==> src/hdl/dsa_pkg.sv <==
`timescale 1ns / 1ps
// ----------------------------------------------------------------------------
// dsa_pkg
// Types, register indexes and decode helpers for the dual encoder setpoint
// adjuster.
// ----------------------------------------------------------------------------
package dsa_pkg;

   localparam int CSR_INDEX_W = 3;
   localparam int CSR_DATA_W  = 9;

   localparam logic [CSR_INDEX_W-1:0] CSR_SETUP_MODE     = 3'd0;
   localparam logic [CSR_INDEX_W-1:0] CSR_DEBOUNCE_LIMIT = 3'd1;
   localparam logic [CSR_INDEX_W-1:0] CSR_VOLTAGE_MAX    = 3'd2;
   localparam logic [CSR_INDEX_W-1:0] CSR_CURRENT_MAX    = 3'd3;
   localparam logic [CSR_INDEX_W-1:0] CSR_GAIN_MAX       = 3'd4;
   localparam logic [CSR_INDEX_W-1:0] CSR_STEP_AMPLITUDE = 3'd5;

   localparam logic [3:0] DEBOUNCE_LIMIT_RST = 4'd10;
   localparam logic [7:0] VOLTAGE_MAX_RST    = 8'd240;
   localparam logic [8:0] CURRENT_MAX_RST    = 9'd300;
   localparam logic [6:0] GAIN_MAX_RST       = 7'd100;
   localparam logic [7:0] STEP_AMPLITUDE_RST = 8'd120;

   localparam logic [1:0] CURSOR_P = 2'd0;
   localparam logic [1:0] CURSOR_I = 2'd1;
   localparam logic [1:0] CURSOR_D = 2'd2;

   typedef enum logic [1:0] {
      DIR_NONE  = 2'd0,
      DIR_LEFT  = 2'd1,
      DIR_RIGHT = 2'd2
   } dsa_dir_type;

   typedef struct packed {
      logic enc0_a;
      logic enc0_b;
      logic enc0_button;
      logic enc1_a;
      logic enc1_b;
      logic enc1_button;
   } dsa_req_type;

   typedef struct packed {
      logic [7:0] voltage_setpoint;
      logic [8:0] current_setpoint;
      logic [6:0] gain_p;
      logic [6:0] gain_i;
      logic [6:0] gain_d;
      logic [1:0] gain_cursor;
      logic [7:0] step_level;
      logic       button0_pressed;
      logic       button1_pressed;
   } dsa_rsp_type;

   typedef struct packed {
      dsa_dir_type dir;
      logic        click;
      logic        settled;
   } dsa_enc_status_type;

   // Old-to-new A/B: 00->01, 11->10 right; 01->00, 10->11 left; else no move.
   function automatic dsa_dir_type dsa_decode(logic [1:0] old_ab, logic [1:0] new_ab);
      dsa_dir_type dir;
      dir = DIR_NONE;
      case ({old_ab, new_ab})
         4'b0001, 4'b1110: dir = DIR_RIGHT;
         4'b0100, 4'b1011: dir = DIR_LEFT;
         default:          dir = DIR_NONE;
      endcase
      return dir;
   endfunction

   // Saturating single step, floor 0 and ceiling top.
   function automatic logic [8:0] dsa_sat_move(logic [8:0] value, logic [8:0] top,
                                               dsa_dir_type dir);
      logic [8:0] res;
      res = value;
      if (dir == DIR_LEFT && value != 9'd0) begin
         res = value - 9'd1;
      end else if (dir == DIR_RIGHT && value < top) begin
         res = value + 9'd1;
      end
      return res;
   endfunction

endpackage

==> src/hdl/dual_encoder_setpoint_adjuster.sv <==
`timescale 1ns / 1ps
// ----------------------------------------------------------------------------
// dual_encoder_setpoint_adjuster
// Two rotary encoders with push buttons adjust voltage and current
// setpoints, or three tuning gains and a step level in setup mode.
// ----------------------------------------------------------------------------
// Usage:
//   req_* carries one sample tick of both encoders (A, B, active-low button)
//   per word. rsp_* returns one word per tick with all setpoints, gains,
//   cursor, step level and debounced button states after that tick.
//   csr_* writes the six control registers; write only while idle.
// Timing:
//   A word is registered in the input register; the decode, debounce and
//   saturating updates run in one pass from there into the result
//   register. One word per cycle is sustained while rsp_ready is high;
//   the input register and result register each hold one word.
// Reset:
//   Clears the control, handshake and encoder state and loads the default
//   limits. The first tick after reset only captures A/B levels.
// Stall:
//   When rsp_ready is low the result holds, the input register fills, and
//   req_ready drops until the result is taken.
// ----------------------------------------------------------------------------
module dual_encoder_setpoint_adjuster
   import dsa_pkg::*;
(
   input  logic                   clock,
   input  logic                   reset,
   input  logic                   req_valid,
   output logic                   req_ready,
   input  dsa_req_type            req_data,
   output logic                   rsp_valid,
   input  logic                   rsp_ready,
   output dsa_rsp_type            rsp_data,
   input  logic                   csr_we,
   input  logic [CSR_INDEX_W-1:0] csr_index,
   input  logic [CSR_DATA_W-1:0]  csr_wdata
);

   // control registers
   logic       setup_mode_ff;
   logic [3:0] debounce_limit_ff;
   logic [7:0] voltage_max_ff;
   logic [8:0] current_max_ff;
   logic [6:0] gain_max_ff;
   logic [7:0] step_amplitude_ff;

   always_ff @(posedge clock) begin
      if (reset) begin
         setup_mode_ff     <= 1'b0;
         debounce_limit_ff <= DEBOUNCE_LIMIT_RST;
         voltage_max_ff    <= VOLTAGE_MAX_RST;
         current_max_ff    <= CURRENT_MAX_RST;
         gain_max_ff       <= GAIN_MAX_RST;
         step_amplitude_ff <= STEP_AMPLITUDE_RST;
      end else if (csr_we) begin
         unique case (csr_index)
            CSR_SETUP_MODE:     setup_mode_ff     <= csr_wdata[0];
            CSR_DEBOUNCE_LIMIT: debounce_limit_ff <= csr_wdata[3:0];
            CSR_VOLTAGE_MAX:    voltage_max_ff    <= csr_wdata[7:0];
            CSR_CURRENT_MAX:    current_max_ff    <= csr_wdata[8:0];
            CSR_GAIN_MAX:       gain_max_ff       <= csr_wdata[6:0];
            CSR_STEP_AMPLITUDE: step_amplitude_ff <= csr_wdata[7:0];
            default: ;
         endcase
      end
   end

   // input register and result register handshake
   logic        in_valid_ff;
   dsa_req_type in_data_ff;
   logic        rsp_valid_ff;
   dsa_rsp_type rsp_data_ff, rsp_data_in;
   logic        advance;

   assign advance   = in_valid_ff && (!rsp_valid_ff || rsp_ready);
   assign req_ready = !in_valid_ff || advance;

   always_ff @(posedge clock) begin
      if (reset) begin
         in_valid_ff  <= 1'b0;
         rsp_valid_ff <= 1'b0;
      end else begin
         if (req_ready) begin
            in_valid_ff <= req_valid;
         end
         rsp_valid_ff <= advance || (rsp_valid_ff && !rsp_ready);
      end
   end

   always_ff @(posedge clock) begin
      if (req_valid && req_ready) begin
         in_data_ff <= req_data;
      end
      if (advance) begin
         rsp_data_ff <= rsp_data_in;
      end
   end

   assign rsp_valid = rsp_valid_ff;
   assign rsp_data  = rsp_data_ff;

   // encoder channels
   logic               primed_ff;
   logic               prime_en, update_en;
   dsa_enc_status_type st0, st1;

   assign prime_en  = advance && !primed_ff;
   assign update_en = advance && primed_ff;

   dsa_enc_channel u_enc0 (
      .clock          (clock),
      .reset          (reset),
      .prime_en       (prime_en),
      .update_en      (update_en),
      .ab             ({in_data_ff.enc0_a, in_data_ff.enc0_b}),
      .button         (in_data_ff.enc0_button),
      .debounce_limit (debounce_limit_ff),
      .status         (st0)
   );

   dsa_enc_channel u_enc1 (
      .clock          (clock),
      .reset          (reset),
      .prime_en       (prime_en),
      .update_en      (update_en),
      .ab             ({in_data_ff.enc1_a, in_data_ff.enc1_b}),
      .button         (in_data_ff.enc1_button),
      .debounce_limit (debounce_limit_ff),
      .status         (st1)
   );

   // setpoint, gain and step state
   logic [1:0] cursor_ff, cursor_in;
   logic [7:0] voltage_ff, voltage_in;
   logic [8:0] current_ff, current_in;
   logic [6:0] gain_p_ff, gain_p_in;
   logic [6:0] gain_i_ff, gain_i_in;
   logic [6:0] gain_d_ff, gain_d_in;
   logic [7:0] step_ff, step_in;
   logic [6:0] gain_sel;
   logic [8:0] volt_sat, curr_sat, gain_sat;

   always_comb begin
      cursor_in = cursor_ff;
      if (update_en && setup_mode_ff && st1.click) begin
         cursor_in = (cursor_ff == CURSOR_D) ? CURSOR_P : cursor_ff + 2'd1;
      end
   end

   always_comb begin
      case (cursor_in)
         CURSOR_P: gain_sel = gain_p_ff;
         CURSOR_I: gain_sel = gain_i_ff;
         default:  gain_sel = gain_d_ff;
      endcase
   end

   assign volt_sat = dsa_sat_move({1'b0, voltage_ff}, {1'b0, voltage_max_ff}, st0.dir);
   assign curr_sat = dsa_sat_move(current_ff, current_max_ff, st1.dir);
   assign gain_sat = dsa_sat_move({2'b00, gain_sel}, {2'b00, gain_max_ff}, st1.dir);

   always_comb begin
      voltage_in = voltage_ff;
      current_in = current_ff;
      gain_p_in  = gain_p_ff;
      gain_i_in  = gain_i_ff;
      gain_d_in  = gain_d_ff;
      step_in    = step_ff;
      if (update_en) begin
         if (setup_mode_ff) begin
            case (cursor_in)
               CURSOR_P: gain_p_in = gain_sat[6:0];
               CURSOR_I: gain_i_in = gain_sat[6:0];
               default:  gain_d_in = gain_sat[6:0];
            endcase
            step_in = st0.settled ? step_amplitude_ff : 8'd0;
         end else begin
            voltage_in = volt_sat[7:0];
            current_in = curr_sat;
         end
      end
   end

   always_ff @(posedge clock) begin
      if (reset) begin
         primed_ff  <= 1'b0;
         cursor_ff  <= CURSOR_P;
         voltage_ff <= 8'd0;
         current_ff <= 9'd0;
         gain_p_ff  <= 7'd0;
         gain_i_ff  <= 7'd0;
         gain_d_ff  <= 7'd0;
         step_ff    <= 8'd0;
      end else begin
         if (advance) begin
            primed_ff <= 1'b1;
         end
         cursor_ff  <= cursor_in;
         voltage_ff <= voltage_in;
         current_ff <= current_in;
         gain_p_ff  <= gain_p_in;
         gain_i_ff  <= gain_i_in;
         gain_d_ff  <= gain_d_in;
         step_ff    <= step_in;
      end
   end

   always_comb begin
      rsp_data_in.voltage_setpoint = voltage_in;
      rsp_data_in.current_setpoint = current_in;
      rsp_data_in.gain_p           = gain_p_in;
      rsp_data_in.gain_i           = gain_i_in;
      rsp_data_in.gain_d           = gain_d_in;
      rsp_data_in.gain_cursor      = cursor_in;
      rsp_data_in.step_level       = step_in;
      rsp_data_in.button0_pressed  = st0.settled;
      rsp_data_in.button1_pressed  = st1.settled;
   end

   // checks
   a_cursor_range: assert property (@(posedge clock) disable iff (reset)
      cursor_ff != 2'd3)
      else $error("gain cursor out of range");

   a_advance_to_rsp: assert property (@(posedge clock) disable iff (reset)
      advance |=> rsp_valid_ff)
      else $error("advanced word did not reach the result register");

   a_step_only_setup: assert property (@(posedge clock) disable iff (reset)
      !$past(reset) && !$stable(step_ff) |-> $past(advance && setup_mode_ff))
      else $error("step level changed outside setup mode");

   a_voltage_only_normal: assert property (@(posedge clock) disable iff (reset)
      !$past(reset) && !$stable(voltage_ff) |-> $past(advance && !setup_mode_ff))
      else $error("voltage setpoint changed outside normal mode");

   a_gain_only_setup: assert property (@(posedge clock) disable iff (reset)
      !$past(reset) && !$stable({gain_p_ff, gain_i_ff, gain_d_ff})
         |-> $past(advance && setup_mode_ff))
      else $error("gain changed outside setup mode");

endmodule

==> src/hdl/dsa_enc_channel.sv <==
`timescale 1ns / 1ps
// ----------------------------------------------------------------------------
// dsa_enc_channel
// One encoder: A/B history, quadrature decode and button debounce counter.
// ----------------------------------------------------------------------------
module dsa_enc_channel
   import dsa_pkg::*;
(
   input  logic               clock,
   input  logic               reset,
   input  logic               prime_en,
   input  logic               update_en,
   input  logic [1:0]         ab,
   input  logic               button,
   input  logic [3:0]         debounce_limit,
   output dsa_enc_status_type status
);

   logic [1:0] prev_ab_ff, prev_ab_in;
   logic [3:0] count_ff, count_in;
   logic       settled_ff, settled_in;
   logic       click;
   dsa_dir_type dir;

   always_comb begin
      prev_ab_in = prev_ab_ff;
      count_in   = count_ff;
      settled_in = settled_ff;
      click      = 1'b0;
      dir        = DIR_NONE;
      if (prime_en) begin
         prev_ab_in = ab;
      end
      if (update_en) begin
         prev_ab_in = ab;
         dir        = dsa_decode(prev_ab_ff, ab);
         if (!button) begin
            // count up toward the limit, then settle pressed once
            if (count_ff < debounce_limit) begin
               count_in = count_ff + 4'd1;
            end else if (!settled_ff) begin
               settled_in = 1'b1;
               click      = 1'b1;
            end
         end else begin
            if (count_ff != 4'd0) begin
               count_in = count_ff - 4'd1;
            end else begin
               settled_in = 1'b0;
            end
         end
      end
   end

   always_ff @(posedge clock) begin
      if (reset) begin
         prev_ab_ff <= 2'd0;
         count_ff   <= 4'd0;
         settled_ff <= 1'b0;
      end else begin
         prev_ab_ff <= prev_ab_in;
         count_ff   <= count_in;
         settled_ff <= settled_in;
      end
   end

   assign status.dir     = dir;
   assign status.click   = click;
   assign status.settled = settled_in;

endmodule
==> config.mk <==
export PLATFORM = sky130hd
export DESIGN_NAME = dual_encoder_setpoint_adjuster
export DESIGN_NICKNAME = d
export VERILOG_FILES = /design/src/hdl/dsa_pkg.sv /design/src/hdl/dual_encoder_setpoint_adjuster.sv /design/src/hdl/dsa_enc_channel.sv
export SDC_FILE = /design/constraint.sdc
export NUM_CORES = 1
export LEC_CHECK = 0
export BUFFER_PORTS_ARGS = -buffer_cell sky130_fd_sc_hd__buf_2
export CORE_UTILIZATION = 40
export CTS_CLUSTER_SIZE = 30
export DETAILED_ROUTE_END_ITERATION = 10
export GPL_ROUTABILITY_DRIVEN = 0
export GPL_TIMING_DRIVEN = 0
export HOLD_SLACK_MARGIN = 0.08
export PLACE_DENSITY_LB_ADDON = 0.12
export SKIP_LAST_GASP = 1
export SYNTH_ARGS = -nofsm -noshare
export SYNTH_HDL_FRONTEND = slang
export SYNTH_SLANG_ARGS = --single-unit
==> constraint.sdc <==
create_clock -name clock -period 8.2 [get_ports clock]
set_input_delay 0.82 -clock clock [delete_from_list [all_inputs] [get_ports clock]]
set_output_delay 0.82 -clock clock [all_outputs]
set_load 0.05 [all_outputs]
* Word level (Yosys, flattened, before mapping)
Index checks and enable logic that the tools add are counted.
** Storage, ports and cells
- Flip-flop bits (word level) :: 158
- Output and inout port bits :: 52
** Cells by class
- Magnitude comparators :: 5
- Equality and inequality tests :: 21
- Add/sub/neg operators :: 11
- Reductions and logical operators :: 43
- Mux-type cells :: 51
** Operators with widths (count)
- $mux 7 :: 11
- $mux 8 :: 7
- $mux 9 :: 4
- $mux 4 :: 6
- $eq 4x4->1 const B :: 4
- $mux 2 :: 8
- $pmux 7 s2 :: 1
- $logic_and 1x1->1 :: 13
- $mux 1 :: 12
- $reduce_and 2->1 :: 6
- $reduce_or 2->1 :: 5
- $add 9x1->9 const B :: 1
- $lt 9x9->1 :: 1
- $reduce_bool 9->1 :: 1
- $sub 9x1->9 const B :: 1
- $add 4x1->4 const B :: 2
- $add 8x1->8 const B :: 1
- $eq 4x1->1 const B :: 2
- $eq 4x3->1 const B :: 2
- $lt 4x4->1 :: 2
- $lt 8x8->1 :: 1
- $pmux 2 s2 :: 2
- $reduce_bool 4->1 :: 2
- $reduce_bool 8->1 :: 1
- other kinds (19) :: 35

* Depth between registers and ports, before layout
- Word-level depth :: 16
- Depth in mapped cells :: 19
- Gate-level depth less buffers :: 18

* Hierarchy
Synthesis repeated with hierarchy kept, for this count alone.
** Unflattened totals
- Cells, all modules :: 944
- Area, all modules :: 8557.0 um2
** Modules (own cells, without submodules)
- dual_encoder_setpoint_adjuster :: instances 1, area each 7413.4 um2, seq. area each 3443.3 um2, cells an instance 806
- dsa_enc_channel :: instances 2, area each 571.8 um2, seq. area each 140.1 um2, cells an instance 69

* Least setup slack after synthesis
No wires, ideal clock.
- Path kind :: input port to flip-flop
- Start :: input rsp_ready
- End :: register rsp_data_ff, in the netlist rsp_data[30] (data pin)
- Stages :: 9
- Path buffers :: 0
- Data arrival time :: 5.172 ns
- Path slack :: 2.757 ns
- Required time :: 7.930 ns
- Cells stage by stage :: nor2b_1 nor2_1 nand2_1 a21oi_1 nand2_1 a2111oi_0 a41oi_1 xnor2_1 a21oi_1
** Between the ends
- Word-level cells in the longest chain between the ends :: 15
** Ends and longest elaborated chain
- from (decl) :: RTL line dual_encoder_setpoint_adjuster.sv:33 : input logic rsp_ready,
- $logic_or 1x1->1 (*) :: RTL line dual_encoder_setpoint_adjuster.sv:76 : assign advance = in_valid_ff && (!rsp_valid_ff || rsp_ready);
- $logic_and 1x1->1 (*) :: RTL line dual_encoder_setpoint_adjuster.sv:76
- $logic_and 1x1->1 (*) :: RTL line dual_encoder_setpoint_adjuster.sv:109 : assign update_en = advance && primed_ff;
- $mux 1 / $logic_and 1x1->1 (equally long branches) :: RTL line dsa_enc_channel.sv:34, dual_encoder_setpoint_adjuster.sv:146
- $logic_and 1x1->1 :: RTL line dual_encoder_setpoint_adjuster.sv:146 : if (update_en && setup_mode_ff && st1.click) begin
- $mux 2 :: RTL line dual_encoder_setpoint_adjuster.sv:146
- $eq 2x1->1 / $logic_not 2->1 (equally long branches) :: RTL line dual_encoder_setpoint_adjuster.sv:152, dual_encoder_setpoint_adjuster.sv:172
- $pmux 7 s2 :: RTL line dual_encoder_setpoint_adjuster.sv:152 : case (cursor_in)
- $lt 7x7->1 :: RTL line dsa_pkg.sv:81 : end else if (dir == DIR_RIGHT && value < top) begin
- $logic_and 1x1->1 :: RTL line dsa_pkg.sv:81
- $mux 7 :: RTL line dsa_pkg.sv:81
- $mux 7 :: RTL line dsa_pkg.sv:79 : if (dir == DIR_LEFT && value != 9'd0) begin
- $mux 7 :: RTL line dual_encoder_setpoint_adjuster.sv:172 : case (cursor_in)
- $mux 7 :: RTL line dual_encoder_setpoint_adjuster.sv:171 : if (setup_mode_ff) begin
- $mux 7 (*) :: RTL line dual_encoder_setpoint_adjuster.sv:170 : if (update_en) begin
- named net gain_p_in[4] :: RTL line dual_encoder_setpoint_adjuster.sv:137 : logic [6:0] gain_p_ff, gain_p_in;
- to (signal assigned) :: RTL line dual_encoder_setpoint_adjuster.sv:96 : rsp_data_ff <= rsp_data_in;
- to (decl) :: RTL line dual_encoder_setpoint_adjuster.sv:73 : dsa_rsp_type rsp_data_ff, rsp_data_in;
The timed path passes the listed nets; every way through them passes the cells marked *.
A chain may end at the register's enable or synchronous reset.

* Worst setup path in the final report
- Start :: register debounce_limit_ff[2]
- End :: register rsp_data_ff, in the netlist rsp_data[20] (data pin)
** Between the ends
- Word-level cells in the longest chain between the ends :: 15
** Ends and longest elaborated chain
- from (decl) :: RTL line dual_encoder_setpoint_adjuster.sv:42 : logic [3:0] debounce_limit_ff;
- from (signal assigned) :: RTL line dual_encoder_setpoint_adjuster.sv:59 : CSR_DEBOUNCE_LIMIT: debounce_limit_ff <= csr_wdata[3:0];
- $lt 4x4->1 (*) :: RTL line dsa_enc_channel.sv:39 : if (count_ff < debounce_limit) begin
- $mux 1 (*) :: RTL line dsa_enc_channel.sv:39
- $mux 1 (*) :: RTL line dsa_enc_channel.sv:37 : if (!button) begin
- $mux 1 (*) :: RTL line dsa_enc_channel.sv:34 : if (update_en) begin
- $logic_and 1x1->1 (*) :: RTL line dual_encoder_setpoint_adjuster.sv:146
- $mux 2 (*) :: RTL line dual_encoder_setpoint_adjuster.sv:146
- $eq 2x1->1 / $logic_not 2->1 (equally long branches) :: RTL line dual_encoder_setpoint_adjuster.sv:152, dual_encoder_setpoint_adjuster.sv:172
- $pmux 7 s2 :: RTL line dual_encoder_setpoint_adjuster.sv:152
- $lt 7x7->1 :: RTL line dsa_pkg.sv:81
- $logic_and 1x1->1 :: RTL line dsa_pkg.sv:81
- $mux 7 :: RTL line dsa_pkg.sv:81
- $mux 7 :: RTL line dsa_pkg.sv:79
- $mux 7 (*) :: RTL line dual_encoder_setpoint_adjuster.sv:172
- $mux 7 (*) :: RTL line dual_encoder_setpoint_adjuster.sv:171
- $mux 7 (*) :: RTL line dual_encoder_setpoint_adjuster.sv:170
- named net gain_i_in[1] :: RTL line dual_encoder_setpoint_adjuster.sv:138 : logic [6:0] gain_i_ff, gain_i_in;
Marked as above.

==> results.json <==
{
  "worst_pin_slew_ns": 1.14,
  "clock_sinks": 158,
  "synth_top_family_by_area": "simple AND/OR/NAND/NOR gates",
  "ys_seq_area_frac": 0.467,
  "synth_cells": 869,
  "drive_gt1_frac": 0.137,
  "synth_nets": 930,
  "dr.pass1.iters": 7,
  "synth_edf_count": 56,
  "ys_async_sr_fraction": 0,
  "synth-simple-area-share": 0.200,
  "fin_hold_ws_ns": 0.456,
  "ant_nets": 0,
  "avgSynthCellArea_um2": 9.17,
  "arrival_ns": 5.44,
  "fill_cells": 1946,
  "cts.repair.resized": 0,
  "hold_violations": 0,
  "placed_cell_area_um2": 8700,
  "grt_max_degree": 33,
  "die_y_um": 143,
  "skew_ns": 0.0116,
  "irDropWorstVdd_uv": 142,
  "rsz0062_at_grt": "false",
  "maxSlewViolCount": 0,
  "fin_area_um2": 9320,
  "clock_path_buffers": 2,
  "area_growth_pct": 16.9,
  "pre_cts_ws_ns": 2.77,
  "max_stage_delay_ns": 0.54,
  "crit_chain": "inv_1, ha_1, o21ai_0, and2b_1, nor3_4, mux2_2, a211oi_2, inv_1, ha_1, nor2b_1, a22oi_1, o21ai_0, a221oi_1, a311o_1, o2111ai_2, nand2_1, mux2i_1, o31ai_1",
  "gr-usage-all-layers": 0.208,
  "timing.final.crit_period_ns": 5.29,
  "seq_area_um2": 3720,
  "finalNonFillerCells": 1242,
  "coreArea_um2": 19500,
  "die_w_um": 143,
  "postCtsHoldBufs": 0,
  "tritoncts.num_buffers": 17,
  "p_leak_nw": 3.79,
  "overflow": 0,
  "grt_pass1_wl_um": 32300,
  "final.period_utilization": 0.646,
  "antenna_found_initial": 0,
  "clockRootBuffer": "clkbuf_16",
  "outcome": "finished clean",
  "synth_cell_types": 69,
  "synthXorXnorAreaFrac": 0.0297,
  "cts_tree": "built",
  "synth-seq-cells": 158,
  "vias": 6572,
  "synth_top_cells_by_area": "dfxtp_1 26%, edfxtp_1 21%, nand2_1 6.0%",
  "start_util": 0.408,
  "htree_levels": 4,
  "synth_compound_area_frac": 0.170,
  "critPathKind": "reg -> reg",
  "setup_viol": 0,
  "fin_setup_tns_ns": 0,
  "start_kind": "flip-flop",
  "wl_per_cell_um": 16.3,
  "drt_iter0_markers": 428,
  "cap_violations": 0,
  "yosysTopAreaCell": "dfxtp_1",
  "total_power_mw": 1.76,
  "synthAdderAreaFrac": 0.0615,
  "dp_hpwl_um": 14900,
  "path_max_fanout": 10,
  "synth_top_area_share": 0.256,
  "worstPathRequired_ns": 8.35,
  "end_kind": "flip-flop",
  "powerDensity_nw_per_um2": 189,
  "slowest_stage": "nor3_4",
  "portBuffers": 73,
  "muxShareOfSynthArea": 0.0311,
  "viasPerCell": 5.29,
  "synth_flop_cell": "dfxtp_1",
  "io-pin-count": 75,
  "fp-row-count": 51,
  "placedCellCount": 1208,
  "hp-class": "reg -> reg",
  "utilization": 0.477,
  "drt_wl_total_um": 20200,
  "postCtsSetupBuffers": 0,
  "nets": 1024,
  "ys_warn_count": 0,
  "grt_pass1_vias": 6072,
  "cts.clk_slew.worst_paths_ns": 0.06,
  "fmax_mhz": 189,
  "slew_headroom": 0.231,
  "multi_input_area_um2": 3930,
  "setup_ws_ns": 2.91,
  "dieArea_um2": 20500,
  "insertion_delay_ns": 0.43,
  "synth_area_um2": 7970,
  "drcViolationCount": 0
}
-- worst paths after layout --
kind                                     start                             end  slack (ns)  cells after the start
max          debounce_limit_ff[2]$_SDFFE_PP0P_          rsp_data[20]$_DFFE_PN_        2.91                     18
min reg2reg     current_max_ff[7]$_SDFFE_PP0P_  current_max_ff[7]$_SDFFE_PP0P_        0.46                      2
min             current_max_ff[7]$_SDFFE_PP0P_  current_max_ff[7]$_SDFFE_PP0P_        0.46                      2
max reg2reg  debounce_limit_ff[2]$_SDFFE_PP0P_          rsp_data[20]$_DFFE_PN_        2.91                     18
-- flip-flops by register name, indices dropped and copies added (netlist names) --
register	flops
voltage_max_ff	8
gain_max_ff	7
cursor_ff	2
in_data_ff	6
current_max_ff	9
u_enc0.prev_ab_ff	2
debounce_limit_ff	4
rsp_valid	1
gain_d_ff	7
gain_p_ff	7
rsp_data	50
gain_i_ff	7
u_enc1.count_ff	4
u_enc0.count_ff	4
current_ff	9
primed_ff	1
in_valid_ff	1
u_enc1.prev_ab_ff	2
step_amplitude_ff	8
setup_mode_ff	1
step_ff	8
voltage_ff	8
u_enc1.settled_ff	1
u_enc0.settled_ff	1
-- worst max-delay path, delay by kind of cell (launching register included) --
family                     cells  cell delay (ns)
buffers and inverters          2             0.24
muxes                          2             0.88
DFF                            1             0.31
AOI/OAI and AO/OA              8             1.81
adders and majority gates      2             0.53
and+or+nand+nor                4             1.24
-- per-layer routing --
| metal | GRT usage | share of wire |
|---|---|---|
| met3 | 0.0439 | 0.048 |
| met5 | 0 | 0 |
| met4 | 0.0724 | 0.023 |
| met1 | 0.273 | 0.47 |
| met2 | 0.338 | 0.46 |
-- cell usage in the layout (no fill, tap or decap), types with 16 or more instances in the layout --
cell         n
nand2_1    127
dfxtp_1    102
buf_2       76
a21oi_1     71
nor2_1      68
edfxtp_1    56
inv_1       48
ha_1        36
clkbuf_1    33
nand3_1     29
o21ai_0     27
xnor2_1     20
and2_1      20
mux2i_1     18
clkbuf_16   17
o211ai_1    16
-- logic make-up (layout without fill, tap and decap cells) --
logic type / after synthesis / after routing
AOI/OAI and AO/OA: 204 / 204
xor gates and xnor gates: 27 / 27
other: 0 / 1
buffers and inverters: 86 / 193
adders and majority gates: 38 / 38
and+or+nand+nor: 332 / 332
muxes: 24 / 24
DFF: 158 / 158
-- power by group --
group          leakage, nW  internal [mW]  switching, mW
clock network        0.286          0.488          0.325
registers             1.37          0.828        0.00881
logic                 2.14         0.0293         0.0822
-- Yosys cell counts, drive strengths merged, types with 6 or more instances --
master	instances
nand2	127
dfxtp	102
a21oi	71
nor2	69
edfxtp	56
inv	49
ha	36
clkbuf	32
nand3	30
o21ai	28
and2	21
xnor2	20
mux2i	18
a211oi	16
o211ai	16
nor3	15
a21o	12
and3	11
nand2b	10
nor2b	10
a31oi	7
or2	7
or3	7
xor2	7
mux2	6
nand4	6
-- layout make-up --
class	instances	area share
multi-input combinational	625	0.422
sequential	158	0.400
clock buffer	19	0.0475
timing repair buffer	75	0.0427
tap	265	0.0356
inverter	49	0.0197
clock inverter	13	0.0177
buffer	37	0.0153
antenna	1	0.000269
Power figures use the tool's default switching activity.
